--- src/rtl/alu8f_pkg.sv ---
package alu8f_pkg;

  localparam int CmdW = 5;

  localparam logic [CmdW-1:0] CMD_ADD  = 5'd0;
  localparam logic [CmdW-1:0] CMD_ADC  = 5'd1;
  localparam logic [CmdW-1:0] CMD_SUB  = 5'd2;
  localparam logic [CmdW-1:0] CMD_SBC  = 5'd3;
  localparam logic [CmdW-1:0] CMD_AND  = 5'd4;
  localparam logic [CmdW-1:0] CMD_XOR  = 5'd5;
  localparam logic [CmdW-1:0] CMD_OR   = 5'd6;
  localparam logic [CmdW-1:0] CMD_CP   = 5'd7;
  localparam logic [CmdW-1:0] CMD_INC  = 5'd8;
  localparam logic [CmdW-1:0] CMD_DEC  = 5'd9;
  localparam logic [CmdW-1:0] CMD_DAA  = 5'd10;
  localparam logic [CmdW-1:0] CMD_RLCA = 5'd11;
  localparam logic [CmdW-1:0] CMD_RLA  = 5'd12;
  localparam logic [CmdW-1:0] CMD_RRCA = 5'd13;
  localparam logic [CmdW-1:0] CMD_RRA  = 5'd14;
  localparam logic [CmdW-1:0] CMD_RLC  = 5'd15;
  localparam logic [CmdW-1:0] CMD_RL   = 5'd16;
  localparam logic [CmdW-1:0] CMD_RRC  = 5'd17;
  localparam logic [CmdW-1:0] CMD_RR   = 5'd18;
  localparam logic [CmdW-1:0] CMD_SLA  = 5'd19;
  localparam logic [CmdW-1:0] CMD_SRA  = 5'd20;
  localparam logic [CmdW-1:0] CMD_SRL  = 5'd21;
  localparam logic [CmdW-1:0] CMD_SWAP = 5'd22;
  localparam logic [CmdW-1:0] CMD_BIT  = 5'd23;

  localparam logic [7:0] DAA_HI_ADJ  = 8'h60;
  localparam logic [7:0] DAA_LO_ADJ  = 8'h06;
  localparam logic [7:0] DAA_HI_LIM  = 8'h99;
  localparam logic [3:0] DAA_LO_LIM  = 4'h9;

  typedef struct packed {
    logic [CmdW-1:0] cmd;
    logic [7:0]      acc;
    logic [7:0]      operand;
    logic [7:0]      bit_mask;
    logic            carry_in;
    logic            half_in;
    logic            sub_in;
  } item_t;

  typedef struct packed {
    logic [7:0] result;
    logic       z;
    logic       n;
    logic       h;
    logic       c;
  } res_t;

endpackage

--- src/rtl/cpu_alu_8bit_flags_top.sv ---
// 8-bit ALU with Z/N/H/C flags and decimal adjust.
// An accepted word goes through the input register, then the result register, to out_valid.
// Throughput: one word per cycle while out_stall is low; the single ALU pass between the two registers sets it.
// The input stage is held only while it holds a word and the result register is full and stalled.
// Reset (rst, synchronous, active high) clears both valid bits; payload is not reset.
module cpu_alu_8bit_flags_top (
  input  logic                        clk,
  input  logic                        rst,
  input  logic                        in_valid,
  output logic                        in_stall,
  input  logic [alu8f_pkg::CmdW-1:0]  cmd,
  input  logic [7:0]                  acc,
  input  logic [7:0]                  operand,
  input  logic [7:0]                  bit_mask,
  input  logic                        carry_in,
  input  logic                        half_in,
  input  logic                        sub_in,
  output logic                        out_valid,
  input  logic                        out_stall,
  output logic [7:0]                  result,
  output logic                        zero_flag,
  output logic                        subtract_flag,
  output logic                        half_carry_flag,
  output logic                        carry_flag
);
  import alu8f_pkg::*;

  logic  iv;
  item_t iq;
  res_t  res;
  logic  out_adv;
  logic  in_adv;

  assign out_adv  = !out_valid || !out_stall;
  assign in_adv   = !iv || out_adv;
  assign in_stall = !in_adv;

  always_ff @(posedge clk) begin
    if (rst) begin
      iv <= 1'b0;
    end else if (in_adv) begin
      iv <= in_valid;
    end
    if (in_adv && in_valid) begin
      iq <= '{cmd, acc, operand, bit_mask, carry_in, half_in, sub_in};
    end
  end

  // ALU pass
  logic [8:0] sum9;
  logic [4:0] sum5;
  logic [8:0] dif9;
  logic [4:0] dif5;
  logic       ci;
  logic [7:0] daa_r;
  logic       daa_c;
  logic [7:0] a;
  logic [7:0] v;

  always_comb begin
    a  = iq.acc;
    v  = iq.operand;
    ci = ((iq.cmd == CMD_ADC) || (iq.cmd == CMD_SBC)) ? iq.carry_in : 1'b0;
    sum9 = {1'b0, a} + {1'b0, v} + {8'd0, ci};
    sum5 = {1'b0, a[3:0]} + {1'b0, v[3:0]} + {4'd0, ci};
    dif9 = {1'b0, a} - {1'b0, v} - {8'd0, ci};
    dif5 = {1'b0, a[3:0]} - {1'b0, v[3:0]} - {4'd0, ci};

    daa_r = a;
    daa_c = iq.carry_in;
    if (iq.sub_in) begin
      if (iq.carry_in) daa_r = daa_r - DAA_HI_ADJ;
      if (iq.half_in)  daa_r = daa_r - DAA_LO_ADJ;
    end else begin
      if (iq.carry_in || (a > DAA_HI_LIM)) begin
        daa_r = daa_r + DAA_HI_ADJ;
        daa_c = 1'b1;
      end
      if (iq.half_in || (a[3:0] > DAA_LO_LIM)) daa_r = daa_r + DAA_LO_ADJ;
    end

    res.result = a;
    res.n = 1'b0;
    res.h = 1'b0;
    res.c = 1'b0;
    res.z = 1'b0;
    unique case (iq.cmd)
      CMD_ADD, CMD_ADC: begin
        res.result = sum9[7:0];
        res.h = sum5[4];
        res.c = sum9[8];
      end
      CMD_SUB, CMD_SBC: begin
        res.result = dif9[7:0];
        res.n = 1'b1;
        res.h = dif5[4];
        res.c = dif9[8];
      end
      CMD_CP: begin
        res.n = 1'b1;
        res.h = dif5[4];
        res.c = dif9[8];
      end
      CMD_AND: begin
        res.result = a & v;
        res.h = 1'b1;
      end
      CMD_XOR:  res.result = a ^ v;
      CMD_OR:   res.result = a | v;
      CMD_INC: begin
        res.result = v + 8'd1;
        res.h = (v[3:0] == 4'hf);
        res.c = iq.carry_in;
      end
      CMD_DEC: begin
        res.result = v - 8'd1;
        res.n = 1'b1;
        res.h = (v[3:0] == 4'h0);
        res.c = iq.carry_in;
      end
      CMD_DAA: begin
        res.result = daa_r;
        res.n = iq.sub_in;
        res.c = daa_c;
      end
      CMD_RLCA: begin res.result = {a[6:0], a[7]};          res.c = a[7]; end
      CMD_RLA:  begin res.result = {a[6:0], iq.carry_in};   res.c = a[7]; end
      CMD_RRCA: begin res.result = {a[0], a[7:1]};          res.c = a[0]; end
      CMD_RRA:  begin res.result = {iq.carry_in, a[7:1]};   res.c = a[0]; end
      CMD_RLC:  begin res.result = {v[6:0], v[7]};          res.c = v[7]; end
      CMD_RL:   begin res.result = {v[6:0], iq.carry_in};   res.c = v[7]; end
      CMD_RRC:  begin res.result = {v[0], v[7:1]};          res.c = v[0]; end
      CMD_RR:   begin res.result = {iq.carry_in, v[7:1]};   res.c = v[0]; end
      CMD_SLA:  begin res.result = {v[6:0], 1'b0};          res.c = v[7]; end
      CMD_SRA:  begin res.result = {v[7], v[7:1]};          res.c = v[0]; end
      CMD_SRL:  begin res.result = {1'b0, v[7:1]};          res.c = v[0]; end
      CMD_SWAP: res.result = {v[3:0], v[7:4]};
      CMD_BIT: begin
        res.result = v;
        res.h = 1'b1;
        res.c = iq.carry_in;
      end
      default: begin
        // unused codes: pass acc and N/H/C through; Z follows the result
        res.n = iq.sub_in;
        res.h = iq.half_in;
        res.c = iq.carry_in;
      end
    endcase

    // Z: compare and bit test have their own sources, accumulator rotates force 0
    priority if (iq.cmd == CMD_CP) begin
      res.z = (dif9[7:0] == 8'd0);
    end else if (iq.cmd == CMD_BIT) begin
      res.z = ((v & iq.bit_mask) == 8'd0);
    end else if ((iq.cmd == CMD_RLCA) || (iq.cmd == CMD_RLA) ||
                 (iq.cmd == CMD_RRCA) || (iq.cmd == CMD_RRA)) begin
      res.z = 1'b0;
    end else begin
      res.z = (res.result == 8'd0);
    end
  end

  always_ff @(posedge clk) begin
    if (rst) begin
      out_valid <= 1'b0;
    end else if (out_adv) begin
      out_valid <= iv;
    end
    if (out_adv && iv) begin
      result          <= res.result;
      zero_flag       <= res.z;
      subtract_flag   <= res.n;
      half_carry_flag <= res.h;
      carry_flag      <= res.c;
    end
  end

  a_stall_only_when_blocked: assert property (@(posedge clk) disable iff (rst)
    in_stall |-> (iv && out_valid && out_stall))
    else $error("input stalled while result register can move");

  a_accept_fills_input: assert property (@(posedge clk) disable iff (rst)
    (in_valid && !in_stall) |=> iv)
    else $error("accepted word lost in input stage");

  a_input_moves_out: assert property (@(posedge clk) disable iff (rst)
    (iv && out_adv) |=> out_valid)
    else $error("input stage word not moved to result register");

  a_drain: assert property (@(posedge clk) disable iff (rst)
    (!iv && out_valid && !out_stall) |=> !out_valid)
    else $error("result repeated after it was taken");

endmodule
--- config.mk ---
export PLATFORM = sky130hd
export DESIGN_NAME = cpu_alu_8bit_flags_top
export DESIGN_NICKNAME = d
export VERILOG_FILES = /design/src/rtl/alu8f_pkg.sv /design/src/rtl/cpu_alu_8bit_flags_top.sv
export SDC_FILE = /design/constraint.sdc
export NUM_CORES = 1
export LEC_CHECK = 0
export BUFFER_PORTS_ARGS = -buffer_cell sky130_fd_sc_hd__buf_2
export CAP_MARGIN = 0
export CELL_PAD_IN_SITES_DETAIL_PLACEMENT = 1
export CELL_PAD_IN_SITES_GLOBAL_PLACEMENT = 1
export CORE_UTILIZATION = 42
export DETAILED_ROUTE_END_ITERATION = 10
export PLACE_DENSITY_LB_ADDON = 0.1
export SKIP_LAST_GASP = 1
export SYNTH_ARGS = -nofsm -noshare
export SYNTH_HDL_FRONTEND = slang
export SYNTH_SLANG_ARGS = --single-unit
export TNS_END_PERCENT = 1
--- constraint.sdc ---
create_clock -name clk -period 3.7 [get_ports clk]
set_clock_uncertainty 0.15 [all_clocks]
set_input_delay 0 -clock clk [delete_from_list [all_inputs] [get_ports clk]]
set_output_delay 0 -clock clk [all_outputs]
set_load 0.005 [all_outputs]
# After elaboration in Yosys (flattened, before gate mapping)
# Cells that the tools add are included.
word_totals:
  regBits: 46
  in_bits: 36
  out_inout_bits: 14
classes:
  add_sub_neg: 14
  magnitude_cmp: 2
  n_eq_ne: 24
  muxes: 17
  bitwise: 4
  n_reduce_logical: 31
op_table:
  columns: ["operator", "count"]
  rows:
  - ["8-bit one-hot mux with 21 select lines", 1]
  - ["8-bit 2-to-1 mux", 7]
  - ["5-bit by 4-bit equality test with 1-bit output, second input constant", 8]
  - ["5-bit equality test, second input constant", 8]
  - ["8-bit logical NOT", 3]
  - ["5-bit by 3-bit equality test with 1-bit output, second input constant", 4]
  - ["19-bit OR reduction", 1]
  - ["8-bit AND", 2]
  - ["15-bit OR reduction", 1]
  - ["4-bit OR reduction", 3]
  - ["5-bit by 2-bit equality test with 1-bit output, second input constant", 2]
  - ["2-bit OR reduction", 5]
  - ["8-bit by 8-bit adder with 9-bit output", 1]
  - ["9-bit by 1-bit adder with 9-bit output", 1]
  - ["8-bit by 8-bit subtractor with 9-bit output", 1]
  - ["9-bit by 1-bit subtractor with 9-bit output", 1]
  - ["8-bit by 1-bit adder with 8-bit output, second input constant", 1]
  - ["8-bit by 3-bit adder with 8-bit output, second input constant", 1]
  - ["8-bit by 7-bit adder with 8-bit output, second input constant", 1]
  - ["8-bit > comparator, second input constant", 1]
  - ["1-bit logical OR", 8]
  - ["8-bit bitwise OR", 1]
  - ["1-bit one-hot mux with 8 select lines", 1]
  - ["8-bit by 1-bit subtractor with 8-bit output, second input constant", 1]
  - ["other kinds (18)", 28]

# Longest topological paths before layout
depth:
  word_depth: 12
  ltp_mapped: 17
  depth_no_buf: 14

# Least setup slack after synthesis
# Ideal clock, no wire load.
synth_path:
  path_kind: "register to register"
  from: "register iq[28] in the netlist's numbering"
  to: "register zero_flag, data pin"
  setup_ns: 0.260
  t_arrival_ns: 3.146
  setup_slack_ns: 0.144
  stages_incl_launch_ff: 14
  path_buffers: 2
  period_less_slack_ns: 3.556
  cell_sequence: "edfxtp_1 > buf_4 > buf_4 > nand2b_1 > nor3_1 > ha_1 > a211oi_1 > o21bai_1 > a2111oi_0 > o21ai_0 > a21boi_0 > nor4_2 > o21ai_1 > o21ai_1"
synth_rtl:
  columns: ["element", "line_no", "text"]
  rows:
  - ["start, declared", "cpu_alu_8bit_flags_top.sv:29", "item_t iq;"]
  - ["start signal, assigned", "cpu_alu_8bit_flags_top.sv:45", "iq <= '{cmd, acc, operand, bit_mask, carry_in, half_in, sub_in};"]
  - ["end signal, assigned", "cpu_alu_8bit_flags_top.sv:172", "zero_flag <= res.z;"]
  - ["end, declared", "cpu_alu_8bit_flags_top.sv:21", "output logic zero_flag,"]

==> flow_summary.toml <==
[run_status]
outcome = "completed"

[route]
postRouteAntennaNets = 0
via_per_inst = 6.58
drc = 0
wl_um = 20400
vias = 5084
drt_iter0_drc = 507
post_drt_wl_per_cell_um = 26.3
drt_pre_antenna_iters = 5

[sta]
tightestPinTransition_ns = 1.01
slew_violations = 0
rsz0062_at_grt = "no"
slew_headroom_pct = 32.4
fin_crit_ns = 3.50
min_period_over_period_pct = 94.6
fmax_ghz = 0.286
final-hold-violation-count = 0
setup_viol = 0

[yosys]
synthMuxAreaShare_pct = 1.70
synth.net_count = 620
synthesis.area_mm2 = 0.00477
synth_largest_area_cell = "edfxtp_1"
synth_compound_area_share_pct = 26.8
synth_top_family_by_area = "compound AO/OA/AOI/OAI gates"
synth-xor-area-share_pct = 3.30
yosys.area.top_type_share_pct = 27.7
post_synth_inst_count = 539
yosys.area_share.simple_pct = 20.6
avgSynthCellArea_um2 = 8.85
synth_edf_count = 44
ys_warn_count = 0
ys.flop_type = "edfxtp_1"
synth_cell_type_count = 83
post_synth_main_area_contributors = "edfxtp_1, ha_1, o21ai_0, a21oi_1, nand2_1"
ys_async_sr_fraction_pct = 0
synthAdderAreaFrac_pct = 12.6
synth.yosys.seq_area_share_pct = 28.5
ys_ff_latch = 46

[layout]
mostFrequentLayoutCells = "buf_2, edfxtp_1, ha_1"
fillers = 1287
final_common_cell = "buf_2"
final_util_pct = 53.5
layout-area-overhead-vs-synth_pct = 22.6
finalNonFillerCells = 773
antenna_cells = 0
drive_above_1_share_pct = 18.6
nNetsFinal = 713

[critical_path]
path_cells = "buf_4 -> or2b_1 -> nor3_1 -> buf_4 -> ha_1 -> a211oi_1 -> o21bai_1 -> a2111oi_1 -> o21ai_0 -> a21boi_1 -> nor4_2 -> o21ai_1 -> o21ai_1"
r2r-start = "iq[31]"
crit_slowest_cell = "a2111oi_1"
rr_endpoint = "zero_flag"
path_class = "flip-flop to flip-flop"
cp.arrival_ns = 3.40
ff2ff_setup_slack_ns = 0.20
end_kind = "flip-flop"
worstRegToRegCells = 13
start_kind = "flip-flop"
slowest_delay_ns = 0.46
required_ns = 3.60
critical_path.max_fanout = 23

[global_route]
grt_use_total_pct = 36.2
grt_pass1_vias = 5175
grt_pass1_wl_um = 30700
antenna_found_initial = 0
grt_busiest_layer = "met2"
grt_max_degree = 33
use_met3_pct = 5.91
met2_usage_pct = 58.5
use_met1_pct = 45.5
grt_overflow = 0

[placement]
hpwl_um = 14800
port_buffers = 49
place_inst = 730
finalWeightedCongestion = 0.987

[floorplanning]
die_w_um = 109
initial_core_util_pct = 43.6
pin_count = 50
core_area_mm2 = 0.0109
die_y_um = 109
die-area_mm2 = 0.0118
rows = 38

[clocking]
cts_root_buf = "clkbuf_16"
postCtsSetupBuffers = 0
insertion_delay_ns = 0.31
h-tree-depth = 2
cts_sinks = 46
cts_made_buffers = 5
clkTransAtPathRegs_ns = 0.07
tritoncts = "done"
cts_buffer_depth = 2

[worst_hold_path]
hold_depth = 2
holdCritPathClass = "input port to flip-flop"
holdPathEnd = "a[5]"
min-delay-start = "in_valid"

[pwr]
ir_drop_v = 0.000243
powerDensity_mw_per_mm2 = 306
p_leak_nw = 2.36

[job]
maxCapViolations = 0
metrics by stage:
step / worst slack [ns] / setup TNS [ns] / power, mW / hold slack [ns] / area [um2]
after floorplan: 0.144 / 0 / 1.00 / -0.0776 / 4770
after global placement: 0.0488 / 0 / 1.18 / 0.0236 / 5290
after detailed placement: -0.294 / -0.294 / 1.20 / 0.0285 / 5290
after CTS: 0.0350 / 0 / 1.76 / 0.154 / 5820
after global routing: 0.0107 / 0 / 1.85 / 0.168 / 5850
final: 0.200 / 0 / 1.79 / 0.146 / 5850
worst max-delay path by stage:
stage	start	to	slack [ns]	depth (start not counted)
6_report	iq[31]	zero_flag	0.20	13
3_5_place_dp	iq[31]	zero_flag	-0.29	13
2_1_floorplan	iq[28]	zero_flag	0.14	13
5_1_grt	iq[31]	zero_flag	0.01	13
4_1_cts	iq[31]	zero_flag	0.04	13
3_3_place_gp	iq[31]	zero_flag	0.05	13
cell usage after synthesis, drive strengths merged, types with 4 or more instances:
library cell,count
nor3b,4
xor2,11
o21ai,33
nor2,35
o211ai,5
a22o,6
clkbuf,20
nand3,18
edfxtp,44
nand3b,4
and2,9
a22oi,7
o21a,6
inv,30
nor3,17
fa,5
a21oi,27
buf,16
a32oi,5
nor4,6
ha,40
or4,4
a2111oi,6
a21o,7
or3,4
nor2b,11
a211oi,9
xnor2,7
nand2,37
nand2b,8
o22ai,9
mux2i,7
a31oi,8
and3,5
worst max-delay path: cells and delay by family (launching register included):
family                   cells  cell delay (ns)
AO/OA/AOI/OAI                7             1.51
adder cells (fa/ha/maj)      1             0.25
flip-flops                   1             0.42
AND/OR/NAND/NOR              3             0.50
buffers and inverters        2             0.43
repair_timing:
item | in CTS | in global routing
hold endpoints to repair | 35 | 0
hold buffers | 35 | 0
pin swaps | 0 | 1
gates cloned | 0 | 0
endpoints found under the setup margin | 1 | 2
resized for setup | 4 | 11
report_power, final:
part | internal [mW] | switching (mW) | total (mW)
registers | 0.611 | 0.0222 | 0.633
clock network | 0.320 | 0.223 | 0.543
logic | 0.245 | 0.370 | 0.615
total | 1.18 | 0.616 | 1.79
final cells by class:
type	instances	area (um2)	share of cell area, %
Clock inverter	2	37.5	0.642
Clock buffer	6	129	2.20
Sequential cell	46	1360	23.3
Multi-Input combinational cell	427	3150	53.8
Inverter	30	113	1.93
Tap cell	140	175	2.99
Timing Repair Buffer	122	885	15.1
layer usage:
| layer | share of wire, % | vias to the layer above |
|---|---|---|
| li1 | - | 2251 |
| met1 | 41 | 2472 |
| met2 | 46 | 287 |
| met3 | 7.4 | 74 |
| met4 | 5.8 | 0 |
| met5 | 0 | - |
state kept, by name, indices dropped and copies added, names as in the netlist:
signal	flops
a	8
carry_flag	1
half_carry_flag	1
iq	16
iv	1
out_valid	1
result	8
subtract_flag	1
v	8
zero_flag	1
cell families after synthesis:
| group | after synthesis |
|---|---|
| adders and majority gates | 45 |
| buffers and inverters | 66 |
| and+or+nand+nor | 180 |
| AOI/OAI and AO/OA | 176 |
| DFF | 46 |
| muxes | 8 |
| xor gates and xnor gates | 18 |
Note: power is estimated with default switching activity, not from simulation.
